===== config.mk =====
export PLATFORM = sky130hd
export DESIGN_NAME = vfd_grid_scan_serializer_unit_flat
export DESIGN_NICKNAME = d
export VERILOG_FILES = /design/src/sv/vgss_pkg.sv /design/src/sv/vgss_if.sv /design/src/sv/vgss_front.sv /design/src/sv/vgss_fifo.sv /design/src/sv/vgss_back.sv /design/src/sv/vfd_grid_scan_serializer_unit.sv /design/src/flat_wrapper.sv
export SDC_FILE = /design/constraint.sdc
export NUM_CORES = 1
export LEC_CHECK = 0
export ABC_AREA = 1
export BUFFER_PORTS_ARGS = -buffer_cell sky130_fd_sc_hd__buf_2
export CORE_MARGIN = 5
export CORE_UTILIZATION = 40
export DETAILED_ROUTE_END_ITERATION = 10
export SYNTH_ARGS = -nofsm -noshare
export SYNTH_HDL_FRONTEND = slang
export SYNTH_SLANG_ARGS = --single-unit

===== constraint.sdc =====
create_clock -name clk -period 4.6 [get_ports clk]
set_clock_uncertainty 0.2 [all_clocks]
set_input_delay 0.92 -clock clk [delete_from_list [all_inputs] [get_ports clk]]
set_output_delay 0.92 -clock clk [all_outputs]
set_load 0.01 [all_outputs]

===== src/sv/vgss_pkg.sv =====
package vgss_pkg;

    // Frame geometry.
    localparam int DOT_GROUPS  = 39;
    localparam int GRID_LIMIT  = 52;
    localparam int GRID_BITS   = GRID_LIMIT + 2;
    localparam int GROUP_BITS  = 6;
    localparam int CHUNK_W     = 48;
    localparam int CHUNK_COUNT = 6;

    // The frame store is kept as rows of eight bytes, one row for each of the first five chunks.
    localparam int LANES     = CHUNK_W / GROUP_BITS;
    localparam int ROWS      = (DOT_GROUPS + LANES - 1) / LANES;
    localparam int LANE_W    = $clog2(LANES);
    localparam int ROW_W     = $clog2(ROWS);
    localparam int SLOTS     = ROWS * LANES;
    localparam int IDX_W     = 6;
    localparam int GRID_W    = 6;
    localparam int K_W       = 3;

    // Chunk numbers with a special layout.
    localparam logic [K_W-1:0] K_MIXED = K_W'(ROWS - 1);
    localparam logic [K_W-1:0] K_LAST  = K_W'(CHUNK_COUNT - 1);
    localparam logic [ROW_W-1:0] ROW_LAST = ROW_W'(ROWS - 1);

    localparam logic [GRID_W-1:0] GRID_FIRST = GRID_W'(1);
    localparam logic [GRID_W-1:0] GRID_LAST  = GRID_W'(GRID_LIMIT);
    localparam logic [IDX_W-1:0]  IDX_LIMIT  = IDX_W'(DOT_GROUPS);

    typedef enum logic {
        CMD_WRITE = 1'b0,
        CMD_TICK  = 1'b1
    } cmd_kind_t;

    // One entry of the queue between the front and the back.
    typedef struct packed {
        cmd_kind_t         kind;
        logic [IDX_W-1:0]  idx;
        logic [7:0]        value;
        logic [GRID_W-1:0] grid;
    } cmd_t;

    // Handshake bundle from the back toward the queue.
    typedef struct packed {
        logic pop;
    } q_ctrl_t;

    // Six bits of one dot group in send order, the first-sent bit at bit 5.
    function automatic logic [GROUP_BITS-1:0] dot_group(input logic [7:0] b,
                                                       input logic odd);
        logic [GROUP_BITS-1:0] g;
        if (odd)
        begin
            g = {b[7], b[0], b[6], b[0], b[5], b[0]};
        end
        else
        begin
            g = {b[0], b[2], b[0], b[3], b[0], b[4]};
        end
        return g;
    endfunction

    // Grid select bits in send order: position p sits at bit GRID_BITS - p.
    function automatic logic [GRID_BITS-1:0] grid_seq(input logic [GRID_W-1:0] n);
        logic [GRID_W-1:0] sh;
        sh = GRID_W'(GRID_BITS - 1) - n;
        return {{(GRID_BITS-2){1'b0}}, 2'b11} << sh;
    endfunction

endpackage


===== src/sv/vgss_if.sv =====
interface vgss_in_if import vgss_pkg::*; ();
    logic             valid;
    logic             ready;
    logic             func;
    logic [IDX_W-1:0] byte_index;
    logic [7:0]       byte_value;

    modport source (output valid, output func, output byte_index, output byte_value,
                    input ready);
    modport sink   (input valid, input func, input byte_index, input byte_value,
                    output ready);
endinterface

interface vgss_out_if import vgss_pkg::*; ();
    logic               valid;
    logic               ready;
    logic [CHUNK_W-1:0] chunk_bits;
    logic               latch_pulse;
    logic               last_chunk;

    modport source (output valid, output chunk_bits, output latch_pulse,
                    output last_chunk, input ready);
    modport sink   (input valid, input chunk_bits, input latch_pulse,
                    input last_chunk, output ready);
endinterface


===== src/sv/vgss_front.sv =====
module vgss_front import vgss_pkg::*; (
    input  logic clk,
    input  logic rst_n,
    vgss_in_if.sink items,
    input  logic q_full,
    output logic push,
    output cmd_t push_cmd
);

    logic [GRID_W-1:0] grid_reg;
    logic [GRID_W-1:0] grid_next;
    logic [GRID_W-1:0] grid_use;
    logic              accept;

    assign items.ready = !q_full;
    assign accept      = items.valid && items.ready;

    // A grid number outside the legal range is taken as the first grid.
    assign grid_use = (grid_reg < GRID_FIRST || grid_reg > GRID_LAST) ? GRID_FIRST
                                                                       : grid_reg;

    always_comb
    begin
        grid_next = grid_reg;
        if (accept && items.func)
        begin
            grid_next = (grid_use == GRID_LAST) ? GRID_FIRST : grid_use + GRID_W'(1);
        end
    end

    // Writes beyond the store are dropped here and never reach the queue.
    always_comb
    begin
        push_cmd.kind  = items.func ? CMD_TICK : CMD_WRITE;
        push_cmd.idx   = items.byte_index;
        push_cmd.value = items.byte_value;
        push_cmd.grid  = grid_use;
        push = accept && (items.func || items.byte_index < IDX_LIMIT);
    end

    always_ff @(posedge clk or negedge rst_n)
    begin
        if (!rst_n)
        begin
            grid_reg <= GRID_FIRST;
        end
        else
        begin
            grid_reg <= grid_next;
        end
    end

endmodule


===== src/sv/vgss_fifo.sv =====
module vgss_fifo import vgss_pkg::*; (
    input  logic    clk,
    input  logic    rst_n,
    input  logic    push,
    input  cmd_t    push_cmd,
    input  q_ctrl_t ctrl,
    output logic    full,
    output logic    empty,
    output cmd_t    head
);

    cmd_t       slot_reg [2];
    logic       wr_ptr_reg;
    logic       rd_ptr_reg;
    logic [1:0] count_reg;
    logic [1:0] count_next;
    logic       do_pop;

    assign full   = (count_reg == 2'd2);
    assign empty  = (count_reg == 2'd0);
    assign head   = slot_reg[rd_ptr_reg];
    assign do_pop = ctrl.pop && !empty;

    always_comb
    begin
        count_next = count_reg;
        if (push && !do_pop)
        begin
            count_next = count_reg + 2'd1;
        end
        else if (do_pop && !push)
        begin
            count_next = count_reg - 2'd1;
        end
    end

    always_ff @(posedge clk)
    begin
        if (push)
        begin
            slot_reg[wr_ptr_reg] <= push_cmd;
        end
    end

    always_ff @(posedge clk or negedge rst_n)
    begin
        if (!rst_n)
        begin
            wr_ptr_reg <= 1'b0;
            rd_ptr_reg <= 1'b0;
            count_reg  <= 2'd0;
        end
        else
        begin
            if (push)
            begin
                wr_ptr_reg <= !wr_ptr_reg;
            end
            if (do_pop)
            begin
                rd_ptr_reg <= !rd_ptr_reg;
            end
            count_reg <= count_next;
        end
    end

endmodule


===== src/sv/vgss_back.sv =====
module vgss_back import vgss_pkg::*; (
    input  logic    clk,
    input  logic    rst_n,
    input  logic    q_empty,
    input  cmd_t    head,
    output q_ctrl_t ctrl,
    vgss_out_if.source chunks
);

    typedef enum logic [1:0] {
        ST_IDLE = 2'b01,
        ST_RUN  = 2'b10
    } state_t;

    state_t            state_reg;
    logic [GRID_W-1:0] n_reg;
    logic [K_W-1:0]    k_reg;

    // Frame store: one row for each of the first five chunks, one byte lane per dot group.
    logic [LANES-1:0][7:0] mem_reg [ROWS];
    logic [SLOTS-1:0]      filled_reg;

    // Read stage.
    logic                  a_valid_reg;
    logic [LANES-1:0][7:0] a_row_reg;
    logic [LANES-1:0]      a_mask_reg;
    logic [K_W-1:0]        a_k_reg;
    logic [GRID_W-1:0]     a_n_reg;

    // Output register.
    logic               o_valid_reg;
    logic [CHUNK_W-1:0] o_chunk_reg;
    logic               o_latch_reg;
    logic               o_last_reg;

    logic               take;
    logic               a_move;
    logic               issue;
    logic [ROW_W-1:0]   rd_row;
    logic [ROW_W-1:0]   wr_row;
    logic [LANE_W-1:0]  wr_lane;
    logic               do_write;
    logic [CHUNK_W-1:0] chunk;
    logic [GRID_BITS-1:0] gseq;
    logic [7:0]         lane_byte;

    assign take   = !o_valid_reg || chunks.ready;
    assign a_move = a_valid_reg && take;
    assign issue  = (state_reg == ST_RUN) && (!a_valid_reg || a_move);

    assign ctrl.pop = (state_reg == ST_IDLE);
    assign do_write = (state_reg == ST_IDLE) && !q_empty && (head.kind == CMD_WRITE);
    assign wr_row   = head.idx[LANE_W +: ROW_W];
    assign wr_lane  = head.idx[LANE_W-1:0];
    assign rd_row   = (k_reg > K_W'(ROW_LAST)) ? ROW_LAST : k_reg[ROW_W-1:0];

    always_ff @(posedge clk)
    begin
        if (do_write)
        begin
            mem_reg[wr_row][wr_lane] <= head.value;
        end
        if (issue)
        begin
            a_row_reg  <= mem_reg[rd_row];
            a_mask_reg <= filled_reg[{rd_row, {LANE_W{1'b0}}} +: LANES];
            a_k_reg    <= k_reg;
            a_n_reg    <= n_reg;
        end
        if (a_move)
        begin
            o_chunk_reg <= chunk;
            o_latch_reg <= (a_k_reg == '0);
            o_last_reg  <= (a_k_reg == K_LAST);
        end
    end

    // Chunk assembly: eight dot groups, except that the fifth chunk ends in the
    // first grid bits and the sixth carries the remaining grid bits only.
    always_comb
    begin
        gseq  = grid_seq(a_n_reg);
        chunk = '0;
        for (int j = 0; j < LANES; j++)
        begin
            lane_byte = a_mask_reg[j] ? a_row_reg[j] : 8'h00;
            chunk[CHUNK_W-1-GROUP_BITS*j -: GROUP_BITS] = dot_group(lane_byte, a_n_reg[0]);
        end
        if (a_k_reg == K_MIXED)
        begin
            chunk[GROUP_BITS-1:0] = gseq[GRID_BITS-1 -: GROUP_BITS];
        end
        else if (a_k_reg == K_LAST)
        begin
            chunk = gseq[CHUNK_W-1:0];
        end
    end

    always_ff @(posedge clk or negedge rst_n)
    begin
        if (!rst_n)
        begin
            state_reg   <= ST_IDLE;
            n_reg       <= GRID_FIRST;
            k_reg       <= '0;
            filled_reg  <= '0;
            a_valid_reg <= 1'b0;
            o_valid_reg <= 1'b0;
        end
        else
        begin
            if (do_write)
            begin
                filled_reg[head.idx] <= 1'b1;
            end
            case (state_reg)
                ST_IDLE:
                begin
                    if (!q_empty && head.kind == CMD_TICK)
                    begin
                        state_reg <= ST_RUN;
                        n_reg     <= head.grid;
                        k_reg     <= '0;
                    end
                end
                ST_RUN:
                begin
                    if (issue)
                    begin
                        k_reg <= k_reg + K_W'(1);
                        if (k_reg == K_LAST)
                        begin
                            state_reg <= ST_IDLE;
                        end
                    end
                end
                default:
                begin
                    state_reg <= ST_IDLE;
                end
            endcase
            if (issue)
            begin
                a_valid_reg <= 1'b1;
            end
            else if (a_move)
            begin
                a_valid_reg <= 1'b0;
            end
            if (a_move)
            begin
                o_valid_reg <= 1'b1;
            end
            else if (chunks.ready)
            begin
                o_valid_reg <= 1'b0;
            end
        end
    end

    assign chunks.valid       = o_valid_reg;
    assign chunks.chunk_bits  = o_chunk_reg;
    assign chunks.latch_pulse = o_latch_reg;
    assign chunks.last_chunk  = o_last_reg;

endmodule


===== src/sv/vfd_grid_scan_serializer_unit.sv =====
// Refresh serializer for a multiplexed dot display.
// The items channel carries two kinds of transaction. With func low, a
// transaction stores byte_value at byte_index of the 39-byte frame store;
// an index of 39 or more is accepted and dropped. With func high, it is a
// refresh tick for the current grid, which then advances from 52 back to 1.
// Each tick produces six transactions on the chunks channel, 48 frame bits
// each with the first-sent bit in the MSB. latch_pulse marks the first
// chunk and last_chunk the sixth.
// Timing: an accepted tick passes through the queue, the back end's command
// capture, the read stage and the output register before its first chunk
// appears, and the six chunks follow on consecutive cycles while the receiver
// is ready. A tick occupies the back end for one frame store row read per
// chunk plus the step that takes the command; a write only for that step.
// A two-entry command queue separates the input side from the chunk
// builder, so the input can accept up to two transactions while chunks drain.
// When the receiver stalls, the output register holds its chunk, the row
// read behind it waits, and the queue fills and then lowers ready.
// Reset empties the queue and the pipeline, marks every stored byte as
// zero through per-byte fill flags, and sets the grid number to 1.
module vfd_grid_scan_serializer_unit import vgss_pkg::*; (
    input  logic clk,
    input  logic rst_n,
    vgss_in_if.sink    items,
    vgss_out_if.source chunks
);

    logic    q_full;
    logic    q_empty;
    logic    push;
    cmd_t    push_cmd;
    cmd_t    head;
    q_ctrl_t ctrl;

    // Front end: accepts transactions, screens write indexes and stamps each
    // tick with its grid number.
    vgss_front u_front (
        .clk      (clk),
        .rst_n    (rst_n),
        .items    (items),
        .q_full   (q_full),
        .push     (push),
        .push_cmd (push_cmd)
    );

    // Command queue; writes and ticks stay in order so a write that follows
    // a tick never alters that tick's frame.
    vgss_fifo u_fifo (
        .clk      (clk),
        .rst_n    (rst_n),
        .push     (push),
        .push_cmd (push_cmd),
        .ctrl     (ctrl),
        .full     (q_full),
        .empty    (q_empty),
        .head     (head)
    );

    // Back end: owns the frame store, reads one row per chunk and builds the
    // chunk into the output register.
    vgss_back u_back (
        .clk     (clk),
        .rst_n   (rst_n),
        .q_empty (q_empty),
        .head    (head),
        .ctrl    (ctrl),
        .chunks  (chunks)
    );

endmodule

===== src/flat_wrapper.sv =====
// flat-port wrapper written by rule: the top's interface ports become plain ports
module vfd_grid_scan_serializer_unit_flat import vgss_pkg::*;
  (clk, rst_n, items_valid, items_func, items_byte_index, items_byte_value, items_ready, chunks_valid, chunks_chunk_bits, chunks_latch_pulse, chunks_last_chunk, chunks_ready);
  vgss_in_if items_i ();
  vgss_out_if chunks_i ();
  input  logic clk;
  input  logic rst_n;
  input wire logic [$bits(items_i.valid)-1:0] items_valid;
  input wire logic [$bits(items_i.func)-1:0] items_func;
  input wire logic [$bits(items_i.byte_index)-1:0] items_byte_index;
  input wire logic [$bits(items_i.byte_value)-1:0] items_byte_value;
  output wire logic [$bits(items_i.ready)-1:0] items_ready;
  output wire logic [$bits(chunks_i.valid)-1:0] chunks_valid;
  output wire logic [$bits(chunks_i.chunk_bits)-1:0] chunks_chunk_bits;
  output wire logic [$bits(chunks_i.latch_pulse)-1:0] chunks_latch_pulse;
  output wire logic [$bits(chunks_i.last_chunk)-1:0] chunks_last_chunk;
  input wire logic [$bits(chunks_i.ready)-1:0] chunks_ready;
  assign items_i.valid = items_valid;
  assign items_i.func = items_func;
  assign items_i.byte_index = items_byte_index;
  assign items_i.byte_value = items_byte_value;
  assign items_ready = items_i.ready;
  assign chunks_valid = chunks_i.valid;
  assign chunks_chunk_bits = chunks_i.chunk_bits;
  assign chunks_latch_pulse = chunks_i.latch_pulse;
  assign chunks_last_chunk = chunks_i.last_chunk;
  assign chunks_i.ready = chunks_ready;
  vfd_grid_scan_serializer_unit u_core (.clk(clk), .rst_n(rst_n), .items(items_i), .chunks(chunks_i));
endmodule

==> impl_metrics.env <==
export IMPL_largest_register_ffs=280
export IMPL_synth_top_area_share_pct=64.7
export IMPL_fmax_mhz=308
export IMPL_grt_max_degree=73
export IMPL_core_area_sq_um=51100
export IMPL_drtIter0Drc=1081
export IMPL_met1_usage_pct=23.2
export IMPL_yosys_warnings=0
export IMPL_max_slew_margin_pct=24.9
export IMPL_powerDensity_nw_per_um2=597
export IMPL_multi_input_area_sq_um=4980
export IMPL_die_width_um=237
export IMPL_ctsHoldBuffers=0
export IMPL_cts_tree="done"
export IMPL_fin_crit_sh_pct=70.5
export IMPL_antenna_found_initial=0
export IMPL_outcome="finished, final reports clean"
export IMPL_ys_flop_type="edfxtp_1"
export IMPL_slew_violations=0
export IMPL_syn_inst=1710
export IMPL_clockRootBuffer="clkbuf_16"
export IMPL_via_per_inst=5.14
export IMPL_grt_first_pass_wirelength_um=73800
export IMPL_p_total_w=0.0139
export IMPL_drive_above_1_share_pct=12.9
export IMPL_ant_nets=0
export IMPL_seq_area_sq_um=14900
export IMPL_pre_cts_slack_ns=1.30
export IMPL_syn_area_sq_um=20600
export IMPL_io_pin_count=71
export IMPL_hp_start="u_core.u_back.filled_reg[39]"
export IMPL_synth_area_leader_cell="edfxtp_1"
export IMPL_synth_edff_count=443
export IMPL_grt_overflow=0
export IMPL_hold_depth=2
export IMPL_post_cts_buffers=0
export IMPL_hp_class="reg -> reg"
export IMPL_worst_slew_pin_slew_ns=1.12
export IMPL_reg2regPathDepth=5
export IMPL_clk_latency_ns=0.59
export IMPL_grt_usage_pct=16.8
export IMPL_routed_via_count=12862
export IMPL_setup_slack_ns=1.36
export IMPL_area_growth_syn_to_layout_pct=13.7
export IMPL_maxCapViolCount=0
export IMPL_htreeDepth=2
export IMPL_cts_resized=0
export IMPL_setup_viol=0
export IMPL_gp_congestion=0.872
export IMPL_timing_setup_tns_ns=0
export IMPL_use_met3_pct=3.27
export IMPL_cp_max_fo=23
export IMPL_nets=1808
export IMPL_cts_sinks=506
export IMPL_seq_area_frac_synth_pct=72.4
export IMPL_dp_cells=2401
export IMPL_hold_ws_ns=0.253
export IMPL_drt_pass1_iterations=6
export IMPL_numCtsBuffers=53
export IMPL_busiest_layer="met2"
export IMPL_dieArea_sq_um=56000
export IMPL_synthTopCellsByArea="edfxtp_1 65%, dfrtp_1 7.3%, nand2_1 5.8%"
export IMPL_synth_area_per_cell_sq_um=12.0
export IMPL_port_buffers=69
export IMPL_grt_met2_usage_pct=27.2
export IMPL_vdd_drop_max_mv=0.372
export IMPL_stdcell_count=2501
export IMPL_antenna_cells=0
export IMPL_fill_cells=4614
export IMPL_critPathArrivalTime_ns=3.26
export IMPL_die_y_um=237
export IMPL_crit_path_end_kind="flop"
export IMPL_start_kind="flop"
export IMPL_r2r_start="u_core.u_fifo.rd_ptr_reg"
export IMPL_crit_type="reg -> reg"
export IMPL_synth_cell_type_count=41
export IMPL_clk_path_buf_depth=3
export IMPL_power_leakage_nw=8.67
export IMPL_required_ns=4.62
export IMPL_fin_crit_ns=3.24
export IMPL_wl_um=47900
export IMPL_rsz0062_at_grt="false"
export IMPL_cp_startpoint="u_core.u_fifo.rd_ptr_reg"
export IMPL_synth_seq_cells=506
export IMPL_rows=83
export IMPL_start_util_pct=40.2
export IMPL_drc=0
export IMPL_syn_nets=1742
export IMPL_hold_viol=0
export IMPL_clkTransAtPathRegs_ns=0.06
export IMPL_grt_pass1_vias=12543
export IMPL_hpwl_um=29200
export IMPL_routedWlPerCell_um=19.2
export IMPL_async_flop_share_pct=12.5
[logic make-up after synthesis]
group | share of synthesized area (%)
multiplexers | 0.493
AO/OA/AOI/OAI | 8.95
XOR/XNOR | 0.256
adder cells (fa/ha/maj) | 0.791
buffers and inverters | 3.55
AND/OR/NAND/NOR | 13.6
flip-flops | 72.4
[metrics by stage]
step | cell area [sq um] | utilization, %
floorplan | 20600 | -
global placement | 21600 | 42.3
detailed placement | 21600 | 42.3
CTS | 23400 | 45.7
global route | 23400 | 45.7
finish | 23400 | 45.7
[critical path: stages (launching register included)]
cell	delay, ns
dfrtp_1	0.90
buf_4	0.33
nand2_1	0.08
o21ai_2	0.15
nand3_2	0.53
nor2_1	0.67
[final timing paths]
path / slack [ns] / end
worst max-delay path: 1.36 / u_core.u_back.mem_reg[4][47]
worst min-delay path: 0.25 / u_core.u_back.filled_reg[39]
worst max register to register: 1.36 / u_core.u_back.mem_reg[4][47]
worst min register to register: 0.25 / u_core.u_back.filled_reg[39]
max in group asynchronous: 3.23 / u_core.u_back.filled_reg[5]
min in group asynchronous: 0.28 / u_core.u_fifo.count_reg[0]
[routing by layer]
| metal | up-vias | wire length [um] |
|---|---|---|
| li1 | 6125 | - |
| met1 | 6223 | 21100 |
| met3 | 79 | 3280 |
| met4 | 0 | 1270 |
| met2 | 435 | 22200 |
| met5 | - | 0 |
[cells in the mapped netlist (4+ instances only)]
master      n
o21ai_2     6
ha_1       13
nand3_1    58
o21ai_1     4
dfrtp_1    60
nor2_2     16
nor2_1    215
clkbuf_1   48
o21ai_0   214
or2_1      24
edfxtp_1  443
buf_1       5
nand3_4     4
mux2_2      7
buf_2      21
o22ai_1    62
xor2_1      4
nand2_1   318
inv_1      96
a31oi_1     9
a21oi_1    40
inv_2       6
[layout make-up]
class                   count  share of cell area [%]
multi-input cells        1022                    21.3
repair buffers             88                    2.20
inverters                 105                    1.71
clock inverters            12                   0.487
clock buffers              88                    6.93
well taps                 680                    3.64
flip-flops and latches    506                    63.7
[power by group]
part / switching [W] / total [W] / leakage [nW] / internal [W]
clock: 0.00169 / 0.00420 / 0.848 / 0.00250
combinational: 0.00257 / 0.00345 / 2.98 / 0.000874
sequential: 0.000246 / 0.00630 / 4.85 / 0.00606
total: 0.00451 / 0.0139 / 8.67 / 0.00943
[cells in the final DEF, fill, tap and decap left out, drive strengths merged, types with 3 or more instances in the layout]
cell    count
nor3        3
o22ai      62
xor2        4
nand4       5
ha         13
mux2        7
clkbuf     88
a31o        3
dfrtp      60
buf        88
clkinv     11
inv       103
or2        25
o21ai     224
a21oi      42
a31oi       9
nor2      233
dfstp       3
nand3      65
edfxtp    443
nand2     323
(Power assumes the default switching activity.)
